## config.mk

```make
export PLATFORM = sky130hd
export DESIGN_NAME = wav_mono16_stream_framer_top
export DESIGN_NICKNAME = d
export VERILOG_FILES = /design/src/rtl/wavf_pkg.sv /design/src/rtl/wavf_quant.sv /design/src/rtl/wav_mono16_stream_framer_top.sv
export SDC_FILE = /design/constraint.sdc
export NUM_CORES = 1
export LEC_CHECK = 0
export BUFFER_PORTS_ARGS = -buffer_cell sky130_fd_sc_hd__buf_2
export CELL_PAD_IN_SITES_DETAIL_PLACEMENT = 1
export CELL_PAD_IN_SITES_GLOBAL_PLACEMENT = 1
export CORE_ASPECT_RATIO = 1.5
export CORE_MARGIN = 1
export CORE_UTILIZATION = 49
export CTS_CLUSTER_DIAMETER = 60
export DETAILED_ROUTE_END_ITERATION = 7
export MAX_ROUTING_LAYER = met4
export PLACE_DENSITY_LB_ADDON = 0.1
export SETUP_SLACK_MARGIN = 0.05
export SLEW_MARGIN = 20
export SYNTH_ARGS = -nofsm -noshare
export SYNTH_HDL_FRONTEND = slang
export SYNTH_SLANG_ARGS = --single-unit
```

## constraint.sdc

```tcl
create_clock -name clock -period 10 [get_ports clock]
set_input_delay 0.5 -clock clock [delete_from_list [all_inputs] [get_ports clock]]
set_output_delay 0.5 -clock clock [all_outputs]
set_load 0.02 [all_outputs]
```

## src/rtl/wavf_pkg.sv

```systemverilog
`timescale 1ns / 1ps
`default_nettype none
package wavf_pkg;
   localparam int unsigned HdrLen = 44;
   localparam logic [0:0] CsrRate  = 1'b0;
   localparam logic [0:0] CsrTotal = 1'b1;

   // Byte of the canonical header at position idx.
   function automatic logic [7:0] hdr_byte(input logic [5:0] idx,
                                           input logic [30:0] rate,
                                           input logic [30:0] total);
      logic [31:0] data_len;
      logic [31:0] chunk_len;
      logic [31:0] rate_x2;
      logic [7:0]  b;
      data_len  = {total, 1'b0};
      chunk_len = data_len + 32'd36;
      rate_x2   = {rate, 1'b0};
      case (idx)
         6'd0:  b = 8'h52;
         6'd1:  b = 8'h49;
         6'd2:  b = 8'h46;
         6'd3:  b = 8'h46;
         6'd4:  b = chunk_len[7:0];
         6'd5:  b = chunk_len[15:8];
         6'd6:  b = chunk_len[23:16];
         6'd7:  b = chunk_len[31:24];
         6'd8:  b = 8'h57;
         6'd9:  b = 8'h41;
         6'd10: b = 8'h56;
         6'd11: b = 8'h45;
         6'd12: b = 8'h66;
         6'd13: b = 8'h6d;
         6'd14: b = 8'h74;
         6'd15: b = 8'h20;
         6'd16: b = 8'd16;
         6'd20: b = 8'd1;
         6'd22: b = 8'd1;
         6'd24: b = rate[7:0];
         6'd25: b = rate[15:8];
         6'd26: b = rate[23:16];
         6'd27: b = {1'b0, rate[30:24]};
         6'd28: b = rate_x2[7:0];
         6'd29: b = rate_x2[15:8];
         6'd30: b = rate_x2[23:16];
         6'd31: b = rate_x2[31:24];
         6'd32: b = 8'd2;
         6'd34: b = 8'd16;
         6'd36: b = 8'h64;
         6'd37: b = 8'h61;
         6'd38: b = 8'h74;
         6'd39: b = 8'h61;
         6'd40: b = data_len[7:0];
         6'd41: b = data_len[15:8];
         6'd42: b = data_len[23:16];
         6'd43: b = data_len[31:24];
         default: b = 8'h00;
      endcase
      return b;
   endfunction
endpackage
`default_nettype wire

```

## src/rtl/wavf_quant.sv

```systemverilog
`timescale 1ns / 1ps
`default_nettype none
// Float to int16: clip to [-1,1], scale by 32767, round half away from zero; non-finite gives 0.
module wavf_quant (
   input  wire logic [31:0] sample_bits,
   output logic      [15:0] pcm
);
   logic [7:0]  expo;
   logic [23:0] mant;
   logic [47:0] prod;
   logic [5:0]  sh;
   logic [47:0] shifted;
   logic [15:0] mag;

   always_comb begin
      expo = sample_bits[30:23];
      mant = {1'b1, sample_bits[22:0]};
      // |s| = mant * 2^(expo-150); |s|*32767 rounded = floor(mant*32767*2^(e-150)+0.5)
      prod = {24'd0, mant} * 48'd32767;
      sh = 6'd0;
      shifted = 48'd0;
      mag = 16'd0;
      if (expo == 8'hff || expo < 8'd102) begin
         mag = 16'd0;                      // non-finite, zero, or far below half lsb
      end else if (expo >= 8'd127) begin
         mag = 16'd32767;                  // clipped
      end else begin
         sh = 6'(8'd149 - expo);           // shift of 23..47: (150-e)-1
         shifted = prod >> sh;             // keeps one fraction bit
         mag = 16'((shifted + 48'd1) >> 1);
      end
      pcm = sample_bits[31] ? 16'(-mag) : mag;
   end
endmodule
`default_nettype wire

```

## src/rtl/wav_mono16_stream_framer_top.sv

```systemverilog
`timescale 1ns / 1ps
`default_nettype none
// Channel | Dir | tdata                 | tuser / tlast
// req     | in  | [31:0] sample_bits    | -
// rsp     | out | [7:0]  out_byte       | tuser = file_last, tlast = run_last
// csr     | in  | index 1 bit, data 31  | -
// A sample yields 2 bytes, or 46 when it opens a file: one byte per cycle
// at the output register while rsp_tready does not stall it.
// The next sample is taken into the input register as the last byte moves to the output register.
// Reset (synchronous, high) restores rate 44100, total 1, position 0.
// Stalls on rsp_tready hold the byte register; nothing is dropped.
module wav_mono16_stream_framer_top (
   input  wire logic        clock,
   input  wire logic        reset,
   input  wire logic        req_tvalid,
   output logic             req_tready,
   input  wire logic [31:0] req_tdata,   // sample_bits
   output logic             rsp_tvalid,
   input  wire logic        rsp_tready,
   output logic [7:0]       rsp_tdata,   // out_byte
   output logic             rsp_tlast,   // run_last
   output logic             rsp_tuser,   // file_last
   input  wire logic        csr_valid,
   output logic             csr_ready,
   input  wire logic        csr_index,
   input  wire logic [30:0] csr_data
);
   logic [30:0] rate_ff, total_ff, done_ff, done_in;
   logic        hold_ff;          // sample held in input register
   logic [31:0] smp_ff;
   logic        hdr_ff;           // held sample starts a file
   logic        ends_ff;
   logic [5:0]  pos_ff, pos_in;   // byte position within the held run
   logic [15:0] pcm;
   logic        out_ok, take, last_byte, accept;
   logic [7:0]  byte_val;
   logic [5:0]  first_data;

   assign csr_ready = 1'b1;

   wavf_quant u_quant (.sample_bits(smp_ff), .pcm(pcm));

   assign out_ok     = !rsp_tvalid || rsp_tready;
   assign take       = hold_ff && out_ok;
   assign first_data = hdr_ff ? 6'(wavf_pkg::HdrLen) : 6'd0;
   assign last_byte  = pos_ff == first_data + 6'd1;
   assign req_tready = !hold_ff || (take && last_byte);
   assign accept     = req_tvalid && req_tready;

   always_comb begin
      if (pos_ff < first_data)
         byte_val = wavf_pkg::hdr_byte(pos_ff, rate_ff, total_ff);
      else if (pos_ff == first_data)
         byte_val = pcm[7:0];
      else
         byte_val = pcm[15:8];
      pos_in  = take ? pos_ff + 6'd1 : pos_ff;
      done_in = done_ff;
      if (accept) begin
         pos_in  = 6'd0;
         done_in = ((32'(done_ff) + 32'd1) >= 32'(total_ff)) ? 31'd0 : done_ff + 31'd1;
      end
   end

   always_ff @(posedge clock) begin
      if (reset) begin
         rate_ff    <= 31'd44100;
         total_ff   <= 31'd1;
         done_ff    <= 31'd0;
         hold_ff    <= 1'b0;
         rsp_tvalid <= 1'b0;
         pos_ff     <= 6'd0;
      end else begin
         if (csr_valid && csr_index == wavf_pkg::CsrRate)  rate_ff  <= csr_data;
         if (csr_valid && csr_index == wavf_pkg::CsrTotal) total_ff <= csr_data;
         done_ff <= done_in;
         pos_ff  <= pos_in;
         if (accept)
            hold_ff <= 1'b1;
         else if (take && last_byte)
            hold_ff <= 1'b0;
         if (take)
            rsp_tvalid <= 1'b1;
         else if (rsp_tready)
            rsp_tvalid <= 1'b0;
      end
   end

   always_ff @(posedge clock) begin
      if (accept) begin
         smp_ff  <= req_tdata;
         hdr_ff  <= done_ff == 31'd0;
         ends_ff <= (32'(done_ff) + 32'd1) >= 32'(total_ff);
      end
      if (take) begin
         rsp_tdata <= byte_val;
         rsp_tlast <= last_byte;
         rsp_tuser <= last_byte && ends_ff;
      end
   end
endmodule
`default_nettype wire

```

==> flow_metrics.tcl <==
set metrics [dict create \
    status "finished clean" \
    dieArea_sq_mm 0.0418 \
    cp.required_ns 10.23 \
    nFillCells 4964 \
    clkTransAtPathRegs_ns 0.08 \
    io_buffers 80 \
    dp_hpwl_um 63600 \
    via_count 20000 \
    start_util_pct 49.8 \
    die_x_um 167 \
    end_kind "register" \
    drt_pre_antenna_iters 5 \
    routed_wl_um 79500 \
    gp_congestion 1.04 \
    dp.cells 3033 \
    synth_top_flop_cell "dfxtp_1" \
    critPathSlowestCell "fa_1" \
    drv_cap 0 \
    syn-cell-area_sq_mm 0.0201 \
    grt_pass1_wl_um 124000 \
    antenna_found_initial 1 \
    synth_cell_types 104 \
    wl_per_cell_um 25.9 \
    globalRouteTotalUtil_pct 39.9 \
    htree_levels 4 \
    place_area_sq_mm 0.0210 \
    cpMostUsedCell "fa_1" \
    crit_buf_inv 3 \
    slew_headroom_pct 27.1 \
    num_rows 90 \
    cts-root-buf "clkbuf_16" \
    cp_max_fo 10 \
    drt_iter0_markers 1287 \
    clkSinkCount 145 \
    finalHoldViolCount 0 \
    maxSlewViolCount 0 \
    synth_seq_cells 145 \
    critPathLaunchType "register" \
    drt-vias-per-instance 6.52 \
    tritoncts "done" \
    setup_viol 0 \
    ant_nets 0 \
    clock_latency_ns 0.47 \
    path_delay_family "adder cells" \
    synth_edf_count 44 \
    coreArea_sq_mm 0.0403 \
    cts_buffer_depth 2 \
    min_path_type "input pin to register" \
    cts_hold_buf 0 \
    design_area_sq_mm 0.0219 \
    worstPathArrival_ns 9.81 \
    nets 2927 \
    cpPeakStageDelay_ns 0.66 \
    ys_seq_area_share_pct 16.6 \
    grt_pass1_vias 21900 \
    drive_gt1_share_pct 10.7 \
    min_period_ns 9.58 \
    postSynthNetCount 2891 \
    drc 0 \
    skew_ns 0.0130 \
    async_flop_share_pct 0 \
    fin_cells 3072 \
    area_growth_pct 9.05 \
    yosysWarnings 0 \
    grt_start_max_net_pins 67 \
    io_pins 82 \
    fmax_mhz 104 \
    rsz0062_at_grt "no" \
    postSynthAreaPerCell_sq_um 7.98 \
    worstMarginPinSlew_ns 1.09 \
    worstSetupPathType "register to register" \
    gr-total-overflow 0 \
    cts_buffers 17 \
    syn_inst 2516 \
    finalCritPeriodShare_pct 95.8 \
    die_h_um 250 \
]
-- path summary, 6_finish.rpt --
check,cells past startpoint,startpoint,slack [ns],to
max,28,smp_ff[10],0.42,rsp_tdata[6]
min,1,req_tdata[0],0.20,smp_ff[0]
max reg2reg,28,smp_ff[10],0.42,rsp_tdata[6]
min reg2reg,2,rate_ff[5],0.48,rate_ff[5]
-- layout make-up --
cell class	count	area [sq um]	area share, %
timing repair buffer	141	856	3.91
sequential	145	3340	15.3
tap	506	633	2.89
clock inverter	15	184	0.840
clock buffer	17	425	1.94
inverter	300	1130	5.14
multi-input combinational	1947	15300	70.0
antenna	1	2.50	0.0114
-- worst reg2reg max path, delay by kind of cell, from the launching register on --
kind	cells	cell delay (ns)
buffers and inverters	3	0.25
xor gates and xnor gates	2	0.49
AOI/OAI and AO/OA	7	1.59
adders and majority gates	8	4.23
DFF	1	0.49
and+or+nand+nor	8	2.29
-- cell usage after synthesis, types with 12 or more instances --
library cell / instances / share of area [%]
a2111oi_0: 13 / 0.57
a211o_1: 13 / 0.57
a211oi_1: 25 / 0.93
a21o_1: 39 / 1.5
a21oi_1: 163 / 4.1
a221oi_1: 21 / 0.92
a22oi_1: 21 / 0.78
a31oi_1: 20 / 0.62
and2_1: 28 / 0.87
and3_1: 25 / 0.78
clkbuf_1: 99 / 1.9
dfxtp_1: 101 / 10
edfxtp_1: 44 / 6.6
fa_1: 172 / 17
ha_1: 134 / 8.3
inv_1: 298 / 5.6
mux2i_1: 18 / 0.90
nand2_1: 337 / 6.3
nand2b_1: 35 / 1.1
nand3_1: 52 / 1.3
nand4_1: 54 / 1.7
nor2_1: 167 / 3.1
nor3_1: 39 / 0.97
nor4_1: 27 / 0.84
o211ai_1: 37 / 1.4
o21a_1: 12 / 0.45
o21ai_0: 94 / 2.3
o221ai_1: 17 / 0.74
o22ai_1: 13 / 0.40
o31ai_1: 14 / 0.52
or3_1: 15 / 0.47
or4_1: 12 / 0.45
xnor2_1: 67 / 2.9
xor2_1: 26 / 1.1
-- per-stage QoR --
stage / setup slack, ns / util [%] / TNS [ns] / hold WS (ns)
5_1_grt: 0.0153 / 54.3 / 0 / 0.192
2_1_floorplan: 1.21 / - / 0 / 0.446
3_3_place_gp: 0.234 / 52.2 / 0 / 0.463
4_1_cts: 0.0616 / 53.7 / 0 / 0.192
6_report: 0.419 / 54.3 / 0 / 0.197
3_5_place_dp: -0.0321 / 52.2 / -0.0321 / 0.469
-- logic make-up after synthesis --
logic type	synth area share, %
xor gates and xnor gates	4.19
muxes	1.57
AOI/OAI and AO/OA	22.9
buffers and inverters	8.17
DFF	16.6
and+or+nand+nor	21.0
adders and majority gates	25.5
other	0.0187
-- registers in the layout, indices dropped and copies added, names as in the netlist --
register / count
rate_ff: 31
hold_ff: 1
rsp_tuser: 1
hdr_ff: 1
done_ff: 31
smp_ff: 32
total_ff: 31
rsp_tlast: 1
pos_ff: 6
ends_ff: 1
rsp_tvalid: 1
rsp_tdata: 8
-- cell usage in the layout (no fill, tap or decap), types with 44 or more instances in the layout --
| master | netlist | routed |
|---|---|---|
| o21ai_0 | 94 | 84 |
| nand3_1 | 52 | 52 |
| buf_4 | 7 | 60 |
| fa_1 | 172 | 172 |
| dfxtp_1 | 101 | 101 |
| nor2_1 | 167 | 166 |
| buf_2 | 11 | 81 |
| a21oi_1 | 163 | 157 |
| nand4_1 | 54 | 54 |
| inv_1 | 298 | 297 |
| xnor2_1 | 67 | 63 |
| nand2_1 | 337 | 336 |
| edfxtp_1 | 44 | 44 |
| ha_1 | 134 | 126 |
-- per-layer routing --
layer | vias up | track usage, % | routed length (um)
met4 | 0 | 31.2 | 7200
met2 | 703 | 72.1 | 41600
met1 | 9949 | 38.1 | 27100
li1 | 9001 | - | -
met5 | - | - | 0
met3 | 362 | 5.23 | 3540
-- repair_timing --
| item | 4_1_cts | 5_1_grt |
|---|---|---|
| buffers inserted | 0 | 5 |
| pin swaps | 0 | 5 |
| endpoints found under the setup margin | 5 | 8 |
| gates resized for setup | 1 | 52 |
Power is not shown: default switching activity piles up to over one toggle a cycle in this logic, so the estimate is an artifact.
